<file path="config.mk">
export PLATFORM = sky130hd
export DESIGN_NAME = linear_probe_hash_table
export DESIGN_NICKNAME = d
export VERILOG_FILES = /design/src/rtl/lpht_pkg.sv /design/src/rtl/linear_probe_hash_table.sv /design/src/rtl/lpht_ram.sv
export SDC_FILE = /design/constraint.sdc
export NUM_CORES = 1
export LEC_CHECK = 0
export ABC_AREA = 1
export BUFFER_PORTS_ARGS = -buffer_cell sky130_fd_sc_hd__buf_2
export CAP_MARGIN = 20
export CORE_AREA = 5 5 136 203
export CTS_BUF_LIST = sky130_fd_sc_hd__clkbuf_8
export DETAILED_ROUTE_END_ITERATION = 10
export DIE_AREA = 0 0 141 208
export GPL_ROUTABILITY_DRIVEN = 0
export PLACE_DENSITY_LB_ADDON = 0.12
export SLEW_MARGIN = 0
export SYNTH_ARGS = -nofsm -noshare
export SYNTH_HDL_FRONTEND = slang
export SYNTH_SLANG_ARGS = --single-unit
</file>
<file path="constraint.sdc">
create_clock -name clk -period 3.4 [get_ports clk]
set_clock_uncertainty 0.1 [all_clocks]
set_input_delay 0.68 -clock clk [delete_from_list [all_inputs] [get_ports clk]]
set_output_delay 0.68 -clock clk [all_outputs]
set_load 0.02 [all_outputs]
</file>
<file path="src/rtl/lpht_pkg.sv">
// ----------------------------------------------------------------------------
// lpht_pkg
// Shared types and codes for the linear probing key table.
// ----------------------------------------------------------------------------
package lpht_pkg;

	localparam int KEY_W = 16;
	localparam int OP_W = 2;
	localparam int STATUS_W = 2;
	localparam int SLOT_W = 4;

	localparam logic [OP_W-1:0] OP_INSERT = 2'd0;
	localparam logic [OP_W-1:0] OP_SEARCH = 2'd1;
	localparam logic [OP_W-1:0] OP_DELETE = 2'd2;

	localparam logic [STATUS_W-1:0] STAT_OK = 2'd0;
	localparam logic [STATUS_W-1:0] STAT_FULL = 2'd1;
	localparam logic [STATUS_W-1:0] STAT_MISSING = 2'd2;

	typedef enum logic [3:0] {
		S_CLEAR = 4'b0001,
		S_IDLE  = 4'b0010,
		S_MOD   = 4'b0100,
		S_PROBE = 4'b1000
	} state_t;

endpackage

</file>
<file path="src/rtl/linear_probe_hash_table.sv">
// ----------------------------------------------------------------------------
// linear_probe_hash_table
// Open addressing key table with linear probing: insert, search, delete.
//
//   channel  | ports                   | handshake
//   ---------+-------------------------+--------------------------------
//   request  | opcode, key             | taken when start && !busy
//   result   | status, slot            | one-cycle strobe on done
//
// The home slot is the key modulo NUM_SLOTS by reciprocal multiplication in
// steps: quotient estimate, remainder, one correcting subtract. The
// probe then reads one slot a cycle from the slot RAM, probing 1 to
// NUM_SLOTS slots; busy drops with the result beat, so no new request is
// taken before then.
// An unused opcode answers without probing and busy stays low.
// After reset a clearing pass writes every slot empty, busy high.
// The receiver cannot stall: each result beat shows for exactly one cycle.
// ----------------------------------------------------------------------------
module linear_probe_hash_table
	import lpht_pkg::*;
#(
	parameter int NUM_SLOTS = 16
) (
	input  logic                clk,
	input  logic                arst_n,
	input  logic                start,
	output logic                busy,
	input  logic [OP_W-1:0]     opcode,
	input  logic [KEY_W-1:0]    key,
	output logic                done,
	output logic [STATUS_W-1:0] status,
	output logic [SLOT_W-1:0]   slot
);

	localparam int SW = $clog2(NUM_SLOTS);
	localparam int NW = $clog2(NUM_SLOTS + 1);
	localparam int RW = KEY_W + 1;
	localparam int PW = KEY_W + 32;
	localparam logic [31:0] RECIP = 32'((64'd1 << 32) / NUM_SLOTS);

	state_t               state_q;
	logic [OP_W-1:0]      op_q;
	logic [KEY_W-1:0]     key_q;
	logic [1:0]           step_q;
	logic [KEY_W-1:0]     quot_q;
	logic [SW:0]          diff_q;
	logic [SW-1:0]        s_q;
	logic [NW-1:0]        n_q;
	logic [SW-1:0]        clr_q;
	logic                 valid_s1;
	logic [SW-1:0]        addr_s1;
	logic                 done_q;
	logic [STATUS_W-1:0]  status_q;
	logic [SLOT_W-1:0]    slot_q;

	logic [PW-1:0]        prod;
	logic [KEY_W-1:0]     qn;
	logic [SW:0]          diff;
	logic [SW-1:0]        home;
	logic                 op_ok;
	logic [SW-1:0]        s_next;
	logic                 issue;
	logic                 rd_used;
	logic [KEY_W-1:0]     rd_key;
	logic [RW-1:0]        rdata;
	logic                 hit;
	logic                 miss_end;
	logic                 we;
	logic [SW-1:0]        waddr;
	logic [RW-1:0]        wdata;

	// modulo by reciprocal, estimate is low by at most one
	assign prod = PW'(key_q) * PW'(RECIP);
	assign qn = KEY_W'(32'(quot_q) * 32'(NUM_SLOTS));
	assign diff = (SW+1)'(key_q - qn);
	assign home = (diff_q >= (SW+1)'(NUM_SLOTS)) ?
		SW'(diff_q - (SW+1)'(NUM_SLOTS)) : SW'(diff_q);

	assign op_ok = (opcode == OP_INSERT) || (opcode == OP_SEARCH) ||
		(opcode == OP_DELETE);

	assign s_next = (s_q == SW'(NUM_SLOTS - 1)) ? '0 : s_q + SW'(1);
	assign issue = (state_q == S_PROBE) && (n_q != NW'(NUM_SLOTS));

	assign rd_used = rdata[RW-1];
	assign rd_key = rdata[KEY_W-1:0];

	always_comb begin
		if (op_q == OP_INSERT) begin
			hit = valid_s1 && !rd_used;
		end else begin
			hit = valid_s1 && rd_used && (rd_key == key_q);
		end
	end

	assign miss_end = (state_q == S_PROBE) && valid_s1 && !hit && (n_q == NW'(NUM_SLOTS));

	always_comb begin
		we = 1'b0;
		waddr = addr_s1;
		wdata = {1'b1, key_q};
		if (state_q == S_CLEAR) begin
			we = 1'b1;
			waddr = clr_q;
			wdata = '0;
		end else if (state_q == S_PROBE && hit) begin
			we = (op_q == OP_INSERT) || (op_q == OP_DELETE);
			wdata = {(op_q == OP_INSERT), key_q};
		end
	end

	lpht_ram #(
		.WIDTH(RW),
		.DEPTH(NUM_SLOTS)
	) u_ram (
		.clk   (clk),
		.we    (we),
		.waddr (waddr),
		.wdata (wdata),
		.re    (issue),
		.raddr (s_q),
		.rdata (rdata)
	);

	always_ff @(posedge clk or negedge arst_n) begin
		if (!arst_n) begin
			state_q <= S_CLEAR;
			clr_q <= '0;
			op_q <= OP_INSERT;
			key_q <= '0;
			step_q <= '0;
			quot_q <= '0;
			diff_q <= '0;
			s_q <= '0;
			n_q <= '0;
			valid_s1 <= 1'b0;
			addr_s1 <= '0;
			done_q <= 1'b0;
			status_q <= STAT_OK;
			slot_q <= '0;
		end else begin
			case (state_q)
				S_CLEAR: begin
					done_q <= 1'b0;
					clr_q <= clr_q + SW'(1);
					if (clr_q == SW'(NUM_SLOTS - 1)) begin
						state_q <= S_IDLE;
					end
				end
				S_IDLE: begin
					done_q <= start && !op_ok;
					if (start) begin
						op_q <= opcode;
						key_q <= key;
						step_q <= '0;
						if (op_ok) begin
							state_q <= S_MOD;
						end else begin
							status_q <= STAT_MISSING;
							slot_q <= '0;
						end
					end
				end
				S_MOD: begin
					done_q <= 1'b0;
					step_q <= step_q + 2'd1;
					if (step_q == 2'd0) begin
						quot_q <= prod[PW-1:PW-KEY_W];
					end
					if (step_q == 2'd1) begin
						diff_q <= diff;
					end
					if (step_q == 2'd2) begin
						s_q <= home;
						n_q <= '0;
						valid_s1 <= 1'b0;
						state_q <= S_PROBE;
					end
				end
				S_PROBE: begin
					done_q <= hit || miss_end;
					valid_s1 <= issue && !hit && !miss_end;
					if (issue) begin
						addr_s1 <= s_q;
						s_q <= s_next;
						n_q <= n_q + NW'(1);
					end
					if (hit) begin
						status_q <= STAT_OK;
						slot_q <= SLOT_W'(addr_s1);
						state_q <= S_IDLE;
					end else if (miss_end) begin
						status_q <= (op_q == OP_INSERT) ? STAT_FULL : STAT_MISSING;
						slot_q <= '0;
						state_q <= S_IDLE;
					end
				end
				default: begin
					done_q <= 1'b0;
					state_q <= S_IDLE;
				end
			endcase
		end
	end

	assign busy = (state_q != S_IDLE);
	assign done = done_q;
	assign status = status_q;
	assign slot = slot_q;

	a_done_follows_work: assert property (@(posedge clk) disable iff (!arst_n)
		done |-> $past(busy || start))
		else $error("result beat without a request in progress");

	a_slot_zero_on_fail: assert property (@(posedge clk) disable iff (!arst_n)
		(done && status != STAT_OK) |-> (slot == '0))
		else $error("slot not zero on a failed request");

	a_full_only_insert: assert property (@(posedge clk) disable iff (!arst_n)
		(done && status == STAT_FULL) |-> (op_q == OP_INSERT))
		else $error("table full reported for a non-insert request");

	a_no_write_when_idle: assert property (@(posedge clk) disable iff (!arst_n)
		(state_q == S_IDLE || state_q == S_MOD) |-> !we)
		else $error("slot RAM written outside clearing or probing");

endmodule

</file>
<file path="src/rtl/lpht_ram.sv">
// ----------------------------------------------------------------------------
// lpht_ram
// Generic single write port, single read port RAM with registered read data.
// ----------------------------------------------------------------------------
module lpht_ram #(
	parameter int WIDTH = 17,
	parameter int DEPTH = 16
) (
	input  logic                     clk,
	input  logic                     we,
	input  logic [$clog2(DEPTH)-1:0] waddr,
	input  logic [WIDTH-1:0]         wdata,
	input  logic                     re,
	input  logic [$clog2(DEPTH)-1:0] raddr,
	output logic [WIDTH-1:0]         rdata
);

	logic [WIDTH-1:0] mem [DEPTH];

	always_ff @(posedge clk) begin
		if (we) begin
			mem[waddr] <= wdata;
		end
		if (re) begin
			rdata <= mem[raddr];
		end
	end

endmodule

</file>
# Word-level counts from Yosys, hierarchy flattened
# Memory sizes are Yosys's and may differ from the RTL's. A register that Yosys moved wholly into a read port is not among the register bits.
# Index checks and enable logic that the tools add are counted.
# classes
add_sub_neg,6
n_mul,0
div,0
magnitude_cmp,1
eq_ne,22
n_shift,0
muxes,39
bitwise,0
reduce_logical,34
# op_table
cell,count
$mux 4,15
$mux 17,2
$eq 16x16->1,1
$pmux 4 s2,2
$pmux 4 s4,1
$eq 4x4->1 const B,3
$mux 2,6
$reduce_and 2->1,6
$logic_and 1x1->1,11
$mux 5,2
$ne 2x2->1 const B,5
$pmux 5 s2,1
$add 4x1->4 const B,2
$pmux 2 s2,2
$eq 2x2->1 const B,3
$logic_not 2->1,3
$mux 1,6
$reduce_bool 2->1,3
$add 5x1->5 const B,1
$eq 5x5->1 const B,1
$ge 5x5->1 const B,1
$ne 5x5->1 const B,1
$reduce_and 5->1,1
$sub 5x5->5,1
other kinds (14),22
# totals
register_bits,55
latchBits,0
mem_bits_rw,272
rom_bits,0
inputBits,21
out_inout_bits,8
word_cells,117
n_memories,1
# memory_table
memory,depth,word_bits,rd,rd_clocked_by_memory_dff,write_ports,line,rtl
u_ram.mem,16,17,1,1,1,lpht_ram.sv:18,logic [WIDTH-1:0] mem [DEPTH];

# Logic depth before layout (Yosys ltp)
# Gate-level depths: netlist of run 1.
# depth
ltp_word,9
ltp_mapped,13
ltp_nobuf,13

# Hierarchy
# From an unflattened synthesis of run 1, not the netlist that was laid out.
# hier_totals
hier_cells,1509
hier_area_um2,15019.4
# modules_own_cells
mod,n_inst,cells_per_inst,area_per_inst_um2,seq_area_each_um2
lpht_ram,1,1139,12197.9,8678.3
linear_probe_hash_table,1,370,2821.5,1327.5

# Worst setup path after synthesis of run 1
# OpenSTA, ideal clock, no wires.
# synth_timing
path_kind,register -> register
from,register state_q[2]
to,"memory u_ram.mem[10][0], enable pin"
setup_time_ps,390
arrival_ps,2043
required_time_ps,2910
path_slack_ps,866
path_stages_with_launch,9
n_path_buf,0
synth_period_minus_slack_ps,2534
cell_sequence,dfrtp_1 > nor2_1 > nand3_2 > or2_2 > o21ai_2 > nand2_1 > inv_1 > nand2_1 > nor2_1
# synth_via
elab_chain_cells,6
elab_cells_between_ends,8
cone_classes,eq/ne (2); mux (5); reduce/logical (1)
# synth_rtl
element,line,rtl
from (decl),linear_probe_hash_table.sv:41,state_t state_q;
from (signal assigned),linear_probe_hash_table.sv:127,state_q <= S_CLEAR;
from (signal assigned),linear_probe_hash_table.sv:147,state_q <= S_IDLE;
from (signal assigned),linear_probe_hash_table.sv:157,state_q <= S_MOD;
$eq 4x4->1,linear_probe_hash_table.sv:106,end else if (state_q == S_PROBE && hit) begin
$logic_and 1x1->1,linear_probe_hash_table.sv:106,
$mux 1,linear_probe_hash_table.sv:106,
$mux 1,linear_probe_hash_table.sv:102,if (state_q == S_CLEAR) begin
$mux 1,lpht_ram.sv:21,if (we) begin
$mux 1 (implied by the code),lpht_ram.sv:22,mem[waddr] <= wdata;
to (decl),lpht_ram.sv:18,
# Parallel ways exist; a longest one is shown, timed or not.

# Final worst setup path of run 1
# layout_timing
from,register op_q[0]
to,"memory u_ram.mem[13][10], enable pin"
# layout_via
elab_chain_cells,7
elab_cells_between_ends,9
cone_classes,eq/ne (1); mux (5); reduce/logical (3)
# layout_rtl
element,line,rtl
from (decl),linear_probe_hash_table.sv:42,logic [OP_W-1:0] op_q;
from (signal assigned),linear_probe_hash_table.sv:153,op_q <= opcode;
$logic_not 2->1,"linear_probe_hash_table.sv:89, linear_probe_hash_table.sv:107",
$mux 1,linear_probe_hash_table.sv:89,if (op_q == OP_INSERT) begin
$logic_and 1x1->1,linear_probe_hash_table.sv:106,
$mux 1 (*),linear_probe_hash_table.sv:106,
$mux 1 (*),linear_probe_hash_table.sv:102,
$mux 1 (*),lpht_ram.sv:21,
$mux 1 (implied by the code) (*),lpht_ram.sv:22,
# Every way passes the cells marked *; elsewhere a longest branch is shown, timed or not.

==> results of run 1 <==
[worst paths after layout]
kind / from / end / slack [ns] / cells after the start
setup / recovery: op_q[0] / u_ram.mem[13][10] / 0.48 / 13
hold / removal: arst_n / key_q[14] / 0.13 / 1
min in group clk: key[8] / key_q[8] / 0.21 / 3
max in group asynchronous: arst_n / state_q[0] / 2.32 / 2
hold reg to reg: slot[0] / slot[0] / 0.39 / 2
setup reg to reg: op_q[0] / u_ram.mem[13][10] / 0.48 / 13
[state kept, by name, summed over array words and instances (netlist names), 4 cells and up]
name         count
diff_q           4
slot             4
n_q              5
u_ram.rdata     17
s_q              4
addr_s1          4
key_q           16
state_q          4
u_ram.mem      272
clr_q            4
[layout by cell type (no fill, tap or decap), drive strengths merged]
| cell type | n |
|---|---|
| edfxtp | 289 |
| nor2 | 162 |
| nand2 | 139 |
| o21ai | 107 |
| buf | 79 |
| inv | 74 |
| dfrtp | 52 |
| clkbuf | 51 |
| mux2i | 50 |
| o221ai | 50 |
| nand3 | 33 |
| clkinv | 27 |
| o211ai | 17 |
| o32ai | 16 |
| nand4 | 8 |
| ha | 6 |
| xnor2 | 5 |
| o22ai | 4 |
| a21oi | 4 |
| xor2 | 3 |
| a31oi | 3 |
| or2 | 3 |
| nor3 | 3 |
| a22oi | 2 |
| o21a | 1 |
| bufinv | 1 |
| dfstp | 1 |
[layout make-up]
class	count	area, sq um
Tap cell	333	417
Fill cell	2044	9990
Sequential cell	342	10000
Inverter	62	240
Clock inverter	40	193
Clock buffer	50	688
Multi-Input combinational cell	616	3450
Timing Repair Buffer	80	587
[worst max-delay path: cells and delay by family (launching register included)]
family / cells / cell delay (ns)
simple gates: 11 / 1.88
buf+inv: 2 / 0.34
flops: 1 / 0.33
[kinds of logic (layout without fill, tap and decap cells)]
family,after synthesis,count (layout)
and+or+nand+nor,348,348
DFF,342,342
AOI/OAI and AO/OA,204,204
buffers and inverters,117,232
muxes,50,50
xor gates and xnor gates,8,8
adders and majority gates,6,6
[metal layers]
metal	up-vias	routed length, microns
li1	4083	-
met1	4427	14000
met2	250	17100
met3	50	1760
met4	0	906
met5	-	0
[power groups by stage]
stage                     registers [mW]  clock network (mW)  logic [mW]
after floorplan                     5.58                   0        2.62
after global placement              5.72                   0        3.86
after detailed placement            5.73                   0        3.91
after CTS                           5.64                3.03        3.94
after global routing                5.68                3.23        4.34
final                               5.64                2.96        3.93
[stage by stage]
stage,cell area (sq um),setup WS [ns],total power [mW]
final,15600,0.476,12.5
after global routing,15600,0.308,13.3
after CTS,15600,0.460,12.6
after detailed placement,14700,0.513,9.64
after global placement,14700,0.512,9.57
after floorplan,13900,0.866,8.20
==> impl_metrics.json, run 1 <==
{
  "cts_resized": 0,
  "drv_slew": 0,
  "slew-limit-headroom_pct": 28.5,
  "area_delta_synth_final_pct": 12.3,
  "initial_core_util_pct": 54.3,
  "cts_tree": "built",
  "run_status": "completed",
  "cpMaxStageDelayCell": "nor2_2",
  "cts.clk_slew.worst_paths_ns": 0.06,
  "crit_path_max_incr_delay_ns": 0.51,
  "dr.pass1.iters": 5,
  "internal_power_mw": 8.02,
  "synthDistinctLibCells": 40,
  "rsz0062_at_grt": "false",
  "power_density_nw_per_um2": 803,
  "path_cells": "inv_2 > nand2_1 > nand2_1 > nor2_1 > nand2_1 > nor2_1 > nand3_1 > nand2_1 > nand4_1 > nand2_1 > nand2_1 > nor2_2 > buf_4",
  "yosysSeqAreaShare_pct": 72.1,
  "period_share_pct": 86.0,
  "gr-usage-met2_pct": 39.1,
  "setup.worst_path.end_class": "flop",
  "wire_per_inst_microns": 22.2,
  "cp.arrival_ns": 3.11,
  "finalSetupViolations": 0,
  "path_max_fanout": 10,
  "antenna_found_initial": 0,
  "met1_usage_pct": 30.7,
  "dp_hpwl_microns": 20400,
  "crit_type": "flop to flop",
  "synth_nets": 1102,
  "ant_nets": 0,
  "grt_pass1_vias": 8834,
  "ir_drop_mv": 0.848,
  "die_y_microns": 208,
  "nNetsFinal": 1178,
  "core_area_sq_um": 25600,
  "htree_levels": 2,
  "io_pins": 29,
  "busiest_layer": "met2",
  "vias": 8810,
  "cts_hold_buf": 0,
  "postSynthAreaPerCell_sq_um": 12.9,
  "p_sw_mw": 4.51,
  "syn_inst": 1075,
  "wl_microns": 33800,
  "final_hold_viol_count": 0,
  "synth_most_common_cell": "edfxtp_1",
  "ys_top_cells_by_area": "edfxtp_1 (62%), dfrtp_1 (9.4%), nor2_1 (4.3%), o21ai_0 (3.8%), nand2_1 (3.7%)",
  "clock_latency_ns": 0.58,
  "period_minus_slack_ns": 2.92,
  "start_kind": "flop",
  "async_flop_share_pct": 15.5,
  "drc": 0,
  "post_cts_buffers": 0,
  "synth_xor_area_share_pct": 0.505,
  "holdCritPathClass": "input port to async pin",
  "place_inst": 1432,
  "drive_above_1_share_pct": 15.3,
  "fp-row-count": 72,
  "stdcell_count": 1523,
  "tns_ns": 0,
  "p_leak_nw": 5.82,
  "synth_mux_area_share_pct": 3.60,
  "grt.overflow.total": 0,
  "synth_common_cells": "edfxtp_1 (289), nor2_1 (158), nand2_1 (136)",
  "combPwrFrac_pct": 31.4,
  "p_clk_share_pct": 23.6,
  "cts_sinks": 342,
  "port_buffers": 28,
  "grt_pass1_wl_microns": 51900,
  "numCtsBuffers": 49,
  "track_usage_pct": 23.2,
  "grt_max_degree": 139,
  "synth_top_family_by_area": "simple AND/OR/NAND/NOR gates",
  "ys_warn_count": 0,
  "synth_compound_area_share_pct": 9.59,
  "cp_common_cell": "nand2_1",
  "synth.largest_area_cell": "edfxtp_1",
  "synth_edf_count": 289,
  "ys_seq_elements": 342,
  "synth-simple-area-share_pct": 10.3,
  "yosysTopAreaCellShare_pct": 62.5,
  "dr.first_iter.drc_count": 630,
  "die_width_microns": 141,
  "hold_ws_ns": 0.134,
  "diodes": 0,
  "vias_per_cell": 5.78,
  "power_frac_seq_pct": 45.1,
  "p_sw_share_pct": 36.0,
  "fin_util_pct": 60.9,
  "met3_usage_pct": 4.11,
  "synth_area_sq_um": 13900,
  "required_ns": 3.59,
  "maxCapViolCount": 0,
  "root_buffer": "clkbuf_8",
  "fmax_ghz": 0.342,
  "cts_max_path_buffers": 3,
  "synth_ff_type": "edfxtp_1",
  "dieArea_sq_um": 29300,
  "synth_fa_ha_area_share_pct": 0.541,
  "tightest_slew_ns": 1.07
}
Power figures use the tool's default switching activity.
==> inputs of run 2 (changes only) <==
--- a/config.mk
+++ b/config.mk
@@ -8,13 +8,14 @@
 export ABC_AREA = 1
 export BUFFER_PORTS_ARGS = -buffer_cell sky130_fd_sc_hd__buf_2
 export CAP_MARGIN = 20
-export CORE_AREA = 5 5 136 203
+export CORE_AREA = 2 2 169 171
 export CTS_BUF_LIST = sky130_fd_sc_hd__clkbuf_8
 export DETAILED_ROUTE_END_ITERATION = 10
-export DIE_AREA = 0 0 141 208
+export DIE_AREA = 0 0 171 173
 export GPL_ROUTABILITY_DRIVEN = 0
 export PLACE_DENSITY_LB_ADDON = 0.12
 export SLEW_MARGIN = 0
 export SYNTH_ARGS = -nofsm -noshare
 export SYNTH_HDL_FRONTEND = slang
+export SYNTH_HIERARCHICAL = 1
 export SYNTH_SLANG_ARGS = --single-unit
==> run 2 against run 1 <==
Largest cell class unchanged. Global-route usage up 1.7 points. Power up 0.94%. Fmax up 9.6%. Sequential share of layout area down 5.2 points. Critical path type unchanged. Largest power group unchanged.
==> impl_metrics.json, run 2 <==
{
  "run_status": "completed",
  "cpMaxStageDelayCell": "dfrtp_1",
  "yosysTopAreaCellShare_pct": 57.8,
  "cp.arrival_ns": 2.86,
  "finalSetupViolations": 0,
  "dp_hpwl_microns": 22600,
  "tightest_slew_ns": 1.08,
  "root_buffer": "clkbuf_8",
  "power_frac_seq_pct": 42.7,
  "port_buffers": 28,
  "setup.worst_path.end_class": "flop",
  "area_delta_synth_final_pct": 12.9,
  "nFillCells": 2302,
  "drc": 0,
  "vias_per_cell": 5.13,
  "layout_commonest_cell": "nand2_1",
  "cts_tree": "built",
  "dp_slack_ns": 0.771,
  "crit_path_max_incr_delay_ns": 0.39,
  "internal_power_mw": 8.03,
  "synth_ff_type": "edfxtp_1",
  "die_width_microns": 171,
  "die_y_microns": 173,
  "cts_hold_buf": 0,
  "r2r-start": "key_q[2]",
  "p_leak_nw": 7.49,
  "drv_slew": 0,
  "fmax_ghz": 0.375,
  "grt_pass1_vias": 10100,
  "drive_above_1_share_pct": 11.9,
  "power.total_mw": 12.6,
  "stdcell_count": 1996,
  "yosysSeqAreaShare_pct": 66.6,
  "fp-row-count": 61,
  "combPwrFrac_pct": 31.5,
  "rsz0062_at_grt": "false",
  "clock_latency_ns": 0.60,
  "start_kind": "flop",
  "ant_nets": 0,
  "cp_top_family": "simple AND/OR/NAND/NOR gates",
  "crit_type": "flop to flop",
  "path_cells": "xnor2_1 > nand2_1 > nor2b_1 > nand3_1 > nand2_1 > nand3_2 > o21ai_0 > buf_4 > nand3b_1 > nor2_2 > buf_4",
  "cts_sinks": 342,
  "grt_pass1_wl_microns": 56000,
  "synthDistinctLibCells": 37,
  "maxCapViolCount": 0,
  "antenna_found_initial": 1,
  "synth_common_cells": "nand2_1 (454), edfxtp_1 (289), inv_1 (260)",
  "cts_resized": 0,
  "fin_util_pct": 61.4,
  "critical_path_cell_count": 11,
  "required_ns": 3.59,
  "final_hold_viol_count": 0,
  "post_cts_buffers": 0,
  "cts.clk_slew.worst_paths_ns": 0.06,
  "core_area_sq_um": 27600,
  "final_area_sq_um": 17000,
  "ys_top_cells_by_area": "edfxtp_1 (58%), nand2_1 (11%), dfrtp_1 (8.7%), nand3_1 (7.4%), inv_1 (6.5%)",
  "grt.overflow.total": 0,
  "ys_warn_count": 6,
  "power_density_nw_per_um2": 746,
  "post_dp_cell_area_sq_um": 15900,
  "p_sw_share_pct": 36.5,
  "tns_ns": 0,
  "numCtsBuffers": 56,
  "wire_per_inst_microns": 18.0,
  "path_max_fanout": 10,
  "regMostFlops": "u_ram/mem",
  "synth.largest_area_cell": "edfxtp_1",
  "largest_reg_flops": 272,
  "synth_nets": 1536,
  "dr.first_iter.drc_count": 1153,
  "ir_drop_mv": 0.392,
  "holdCritPathClass": "input port to async pin",
  "rr_worst_depth": 11,
  "ys_seq_elements": 342,
  "hold_ws_ns": 0.149,
  "cts_max_path_buffers": 3,
  "dieArea_sq_um": 29600,
  "diodes": 0,
  "reg2reg_to": "u_ram/mem[7][7]",
  "period_share_pct": 78.5,
  "io_pins": 29,
  "layout_common_cells": "nand2_1 (454), edfxtp_1 (289), inv_1 (278)",
  "crit_buf_inv": 2,
  "p_sw_mw": 4.62,
  "critPathLaunch": "key_q[2]",
  "wl_microns": 35800,
  "vias": 10200,
  "synth_most_common_cell": "nand2_1",
  "grt_max_degree": 91,
  "nNetsFinal": 1610,
  "htree_levels": 2,
  "period_minus_slack_ns": 2.67,
  "track_usage_pct": 25.0,
  "setup_ws_ns": 0.732,
  "slew-limit-headroom_pct": 28.1,
  "dr.pass1.iters": 5,
  "initial_core_util_pct": 54.4,
  "synth_edf_count": 289,
  "place_inst": 1903,
  "p_clk_share_pct": 25.8,
  "synth_area_sq_um": 15000,
  "async_flop_share_pct": 15.5,
  "postSynthAreaPerCell_sq_um": 9.95,
  "r2r_setup_slack_ns": 0.73,
  "reg_top3": "u_ram/mem (272), u_ram/rdata (17), key_q (16)",
  "syn_inst": 1509
}
run 2: metal layers:
layer  share of wire (%)  vias up  wire length (microns)  track usage (%)
met4                 1.8        0                    633             6.71
met5                   0        -                      0                0
li1                    -     4998                      -                -
met2                  47      364                  16900             40.0
met1                  43     4824                  15600             35.2
met3                 7.8       59                   2790             4.74
run 2: cell families (layout without fill, tap and decap cells):
logic type                 after synthesis  count (layout)  synth area share, %
adders and majority gates                6               6                0.500
xor gates and xnor gates                11              11                0.641
buffers and inverters                  328             437                 8.68
AOI/OAI and AO/OA                       51              51                 1.90
DFF                                    342             342                 66.6
and+or+nand+nor                        771             771                 21.7
run 2: area by class of cell:
cell class,instances,area [sq um],share of cell area [%]
clock inverters,32,170,1.00
inverters,267,1000,5.93
repair buffers,77,678,4.00
flip-flops and latches,342,10000,59.0
well taps,378,473,2.79
clock buffers,61,840,4.95
multi-input cells,839,3780,22.3
run 2: power by group through the flow:
stage | combinational [mW] | sequential, mW | clock, mW
after floorplan | 2.54 | 5.44 | 0
after global placement | 3.91 | 5.47 | 0
after detailed placement | 3.97 | 5.48 | 0
after CTS | 3.99 | 5.40 | 3.32
after global routing | 4.42 | 5.42 | 3.51
final | 3.99 | 5.40 | 3.26
run 2: worst max-delay path by stage:
stage / endpoint
2_1_floorplan: u_ram/mem[12][0]
3_3_place_gp: u_ram/mem[10][9]
3_5_place_dp: u_ram/mem[11][9]
4_1_cts: u_ram/mem[7][7]
5_1_grt: u_ram/mem[11][11]
6_report: u_ram/mem[7][7]
run 2: worst register-to-register path, cell delays in order, from the launching register on:
cell and delay (ns):
dfrtp_1 0.39, xnor2_1 0.26, nand2_1 0.09, nor2b_1 0.11, nand3_1 0.10, nand2_1 0.11
nand3_2 0.17, o21ai_0 0.23, buf_4 0.19, nand3b_1 0.24, nor2_2 0.18, buf_4 0.22
==> inputs of run 3 (changes only) <==
--- a/config.mk
+++ b/config.mk
@@ -5,13 +5,13 @@
 export SDC_FILE = /design/constraint.sdc
 export NUM_CORES = 1
 export LEC_CHECK = 0
-export ABC_AREA = 1
+export ABC_AREA = 0
 export BUFFER_PORTS_ARGS = -buffer_cell sky130_fd_sc_hd__buf_2
 export CAP_MARGIN = 20
-export CORE_AREA = 2 2 169 171
+export CORE_AREA = 2 2 160 162
 export CTS_BUF_LIST = sky130_fd_sc_hd__clkbuf_8
 export DETAILED_ROUTE_END_ITERATION = 10
-export DIE_AREA = 0 0 171 173
+export DIE_AREA = 0 0 162 164
 export GPL_ROUTABILITY_DRIVEN = 0
 export PLACE_DENSITY_LB_ADDON = 0.12
 export SLEW_MARGIN = 0
==> constraint.sdc (replaced) <==
create_clock -name clk -period 2.3 [get_ports clk]
set_clock_uncertainty 0.1 [all_clocks]
set_input_delay 0.46 -clock clk [delete_from_list [all_inputs] [get_ports clk]]
set_output_delay 0.46 -clock clk [all_outputs]
set_load 0.02 [all_outputs]
==> run 3 against run 2 <==
The run now ends with setup timing left. Count of clock-buffer cells in the layout fell by 4. Combinational power rose by 23%. Die area fell by 10%. Routed wire length fell by 8.8%. Worst hold slack got worse by 0.13 ns. Register-to-register slack got worse by 1.2 ns. Synthesized area fell by 10%. Synthesized cell count fell by 54%. Utilization rose by 7.2 points. Critical path type unchanged. Critical endpoint is now u_ram/mem[1][11].
==> impl_metrics.json, run 3 <==
{
  "run_status": "finished, violations left",
  "violations": "setup timing",
  "nNetsFinal": 942,
  "cts.clk_slew.worst_paths_ns": 0.06,
  "drc": 0,
  "p_leak_nw": 6.15,
  "syn_inst": 699,
  "period_minus_slack_ns": 2.78,
  "r2r-start": "u_ram/rdata[12]",
  "p_sw_mw": 5.36,
  "start_kind": "flop",
  "grt_pass1_wl_microns": 48700,
  "grt_pass1_vias": 7829,
  "grt.overflow.total": 0,
  "fmax_ghz": 0.360,
  "synthDistinctLibCells": 53,
  "post_dp_cell_area_sq_um": 15000,
  "path_max_fanout": 5,
  "nFillCells": 1600,
  "root_buffer": "clkbuf_8",
  "finalSetupViolations": 274,
  "dr.first_iter.drc_count": 695,
  "p_clk_share_pct": 27.9,
  "slew-limit-headroom_pct": 24.3,
  "final_hold_viol_count": 0,
  "maxCapViolCount": 0,
  "dr.pass1.iters": 7,
  "drv_slew": 0,
  "dp_hpwl_microns": 20000,
  "combPwrFrac_pct": 27.1,
  "ir_drop_mv": 0.817,
  "final_area_sq_um": 17000,
  "htree_levels": 2,
  "core_area_sq_um": 24800,
  "tightest_slew_ns": 1.14,
  "vias_per_cell": 5.81,
  "crit_type": "flop to flop",
  "layout_common_cells": "edfxtp_1 (289), buf_4 (88), mux4_2 (65)",
  "period_share_pct": 121,
  "synth_ff_type": "edfxtp_1",
  "internal_power_mw": 12.7,
  "numCtsBuffers": 54,
  "hold_ws_ns": 0.0243,
  "rr_worst_depth": 10,
  "initial_core_util_pct": 54.5,
  "largest_reg_flops": 272,
  "rsz0062_at_grt": "true",
  "r2r_setup_slack_ns": -0.48,
  "async_flop_share_pct": 15.5,
  "cts_max_path_buffers": 3,
  "io_pins": 29,
  "wl_microns": 32700,
  "drive_above_1_share_pct": 40.0,
  "power_density_nw_per_um2": 1060,
  "cts_tree": "built",
  "power.total_mw": 18.1,
  "ys_seq_elements": 342,
  "die_width_microns": 162,
  "cts_sinks": 342,
  "holdCritPathClass": "input port to flop",
  "tns_ns": -107.36,
  "port_buffers": 28,
  "hold_depth": 2,
  "required_ns": 2.48,
  "grt_max_degree": 54,
  "p_sw_share_pct": 29.7,
  "antenna_found_initial": 0,
  "reg2reg_to": "u_ram/mem[1][11]",
  "synth_edf_count": 289,
  "synth_most_common_cell": "edfxtp_1",
  "whs_endpoint": "key_q[15]",
  "track_usage_pct": 25.5,
  "die_y_microns": 164,
  "synth_nets": 726,
  "layout_commonest_cell": "edfxtp_1",
  "power_frac_seq_pct": 44.9,
  "regMostFlops": "u_ram/mem",
  "vias": 7473,
  "dieArea_sq_um": 26600,
  "ys_top_cells_by_area": "edfxtp_1 (64%), mux4_2 (11%), dfrtp_1 (9.6%), a22oi_1 (1.9%), mux2_1 (1.5%)",
  "setup_ws_ns": -0.479,
  "ys_warn_count": 6,
  "cp.arrival_ns": 2.96,
  "setup.worst_path.end_class": "flop",
  "yosysTopAreaCellShare_pct": 64.2,
  "diodes": 0,
  "fp-row-count": 58,
  "synth_common_cells": "edfxtp_1 (289), mux4_2 (65), dfrtp_1 (52)",
  "min_from": "key[15]",
  "ant_nets": 0,
  "clock_latency_ns": 0.59,
  "postSynthAreaPerCell_sq_um": 19.3,
  "area_delta_synth_final_pct": 25.9,
  "reg_top3": "u_ram/mem (272), u_ram/rdata (17), key_q (16)",
  "synth.largest_area_cell": "edfxtp_1",
  "synth_area_sq_um": 13500,
  "yosysSeqAreaShare_pct": 74.0,
  "wire_per_inst_microns": 25.4
}
[run 3: cell count changes after synthesis, sizes merged, moves of 33 or more]
cell	delta
mux4	+68
a22oi	+33
nand2	-412
inv	-256
nor2	-54
nand3	-216
[run 3: power groups by stage]
stage | Combinational (mW) | Clock [mW] | Sequential (mW)
global route | 5.26 | 5.41 | 8.15
floorplan | 2.72 | 0 | 8.20
detailed placement | 4.41 | 0 | 8.29
finish | 4.90 | 5.04 | 8.12
CTS | 4.64 | 5.12 | 8.17
global placement | 4.27 | 0 | 8.27
[run 3: worst max-delay path by stage]
stage | cells after the start | slack (ns) | end | from
5_1_grt | 10 | -0.58 | u_ram/mem[1][12] | u_ram/rdata[12]
3_3_place_gp | 9 | -0.64 | u_ram/mem[0][12] | u_ram/rdata[12]
6_report | 10 | -0.48 | u_ram/mem[1][11] | u_ram/rdata[12]
3_5_place_dp | 9 | -0.67 | u_ram/mem[0][6] | key_q[15]
2_1_floorplan | 8 | -0.58 | u_ram/mem[0][0] | key_q[0]
4_1_cts | 10 | -0.45 | u_ram/mem[1][12] | u_ram/rdata[12]
[run 3: cells by family after synthesis]
logic type	count (synthesis)	synth area share, %
AO/OA/AOI/OAI	68	3.74
XOR/XNOR	23	1.49
adder cells (fa/ha/maj)	6	0.555
buffers and inverters	39	1.50
flip-flops	342	74.0
multiplexers	96	13.8
AND/OR/NAND/NOR	125	4.93
[run 3: repair_timing]
action                     CTS  global route
gates cloned                 9             0
hold endpoints to repair    59             0
setup buffers               32             8
setup endpoints to repair  422           277
gates resized for setup     81             2
hold buffers                 8             0
pin swaps                   12             5
[run 3: metrics by stage]
| step | util (%) | instances | worst slack, ns |
|---|---|---|---|
| final | 68.6 | 1286 | -0.479 |
| after global routing | 68.6 | 1286 | -0.583 |
| after CTS | 68.1 | 1273 | -0.449 |
| after detailed placement | 60.5 | 1127 | -0.674 |
| after global placement | 60.5 | 1127 | -0.635 |
| after floorplan | - | 699 | -0.579 |
[run 3: cell type report]
cell class | count | area, sq um | share of cell area, %
Sequential cell | 342 | 10000 | 58.8
Multi-Input combinational cell | 318 | 3580 | 21.0
Timing Repair Buffer | 190 | 1920 | 11.3
Clock buffer | 57 | 785 | 4.61
Tap cell | 330 | 413 | 2.43
Clock inverter | 40 | 273 | 1.60
Inverter | 9 | 33.8 | 0.199
[run 3: worst max-delay path, cell delays in order, from the launching register on]
cell      delay [ns]
edfxtp_1        0.38
xnor2_1         0.22
nand3_1         0.12
nor4_2          0.32
and2_4          0.21
a31oi_4         0.08
o21ai_4         0.16
or3b_4          0.44
buf_4           0.16
nor2_4          0.12
buf_4           0.19
[run 3: per-layer routing]
metal	vias up	global-route usage, %	share of wire, %
li1	3264	-	-
met5	-	0	0
met3	64	6.57	7.8
met1	3824	34.9	41
met4	0	9.73	3.1
met2	321	40.2	48
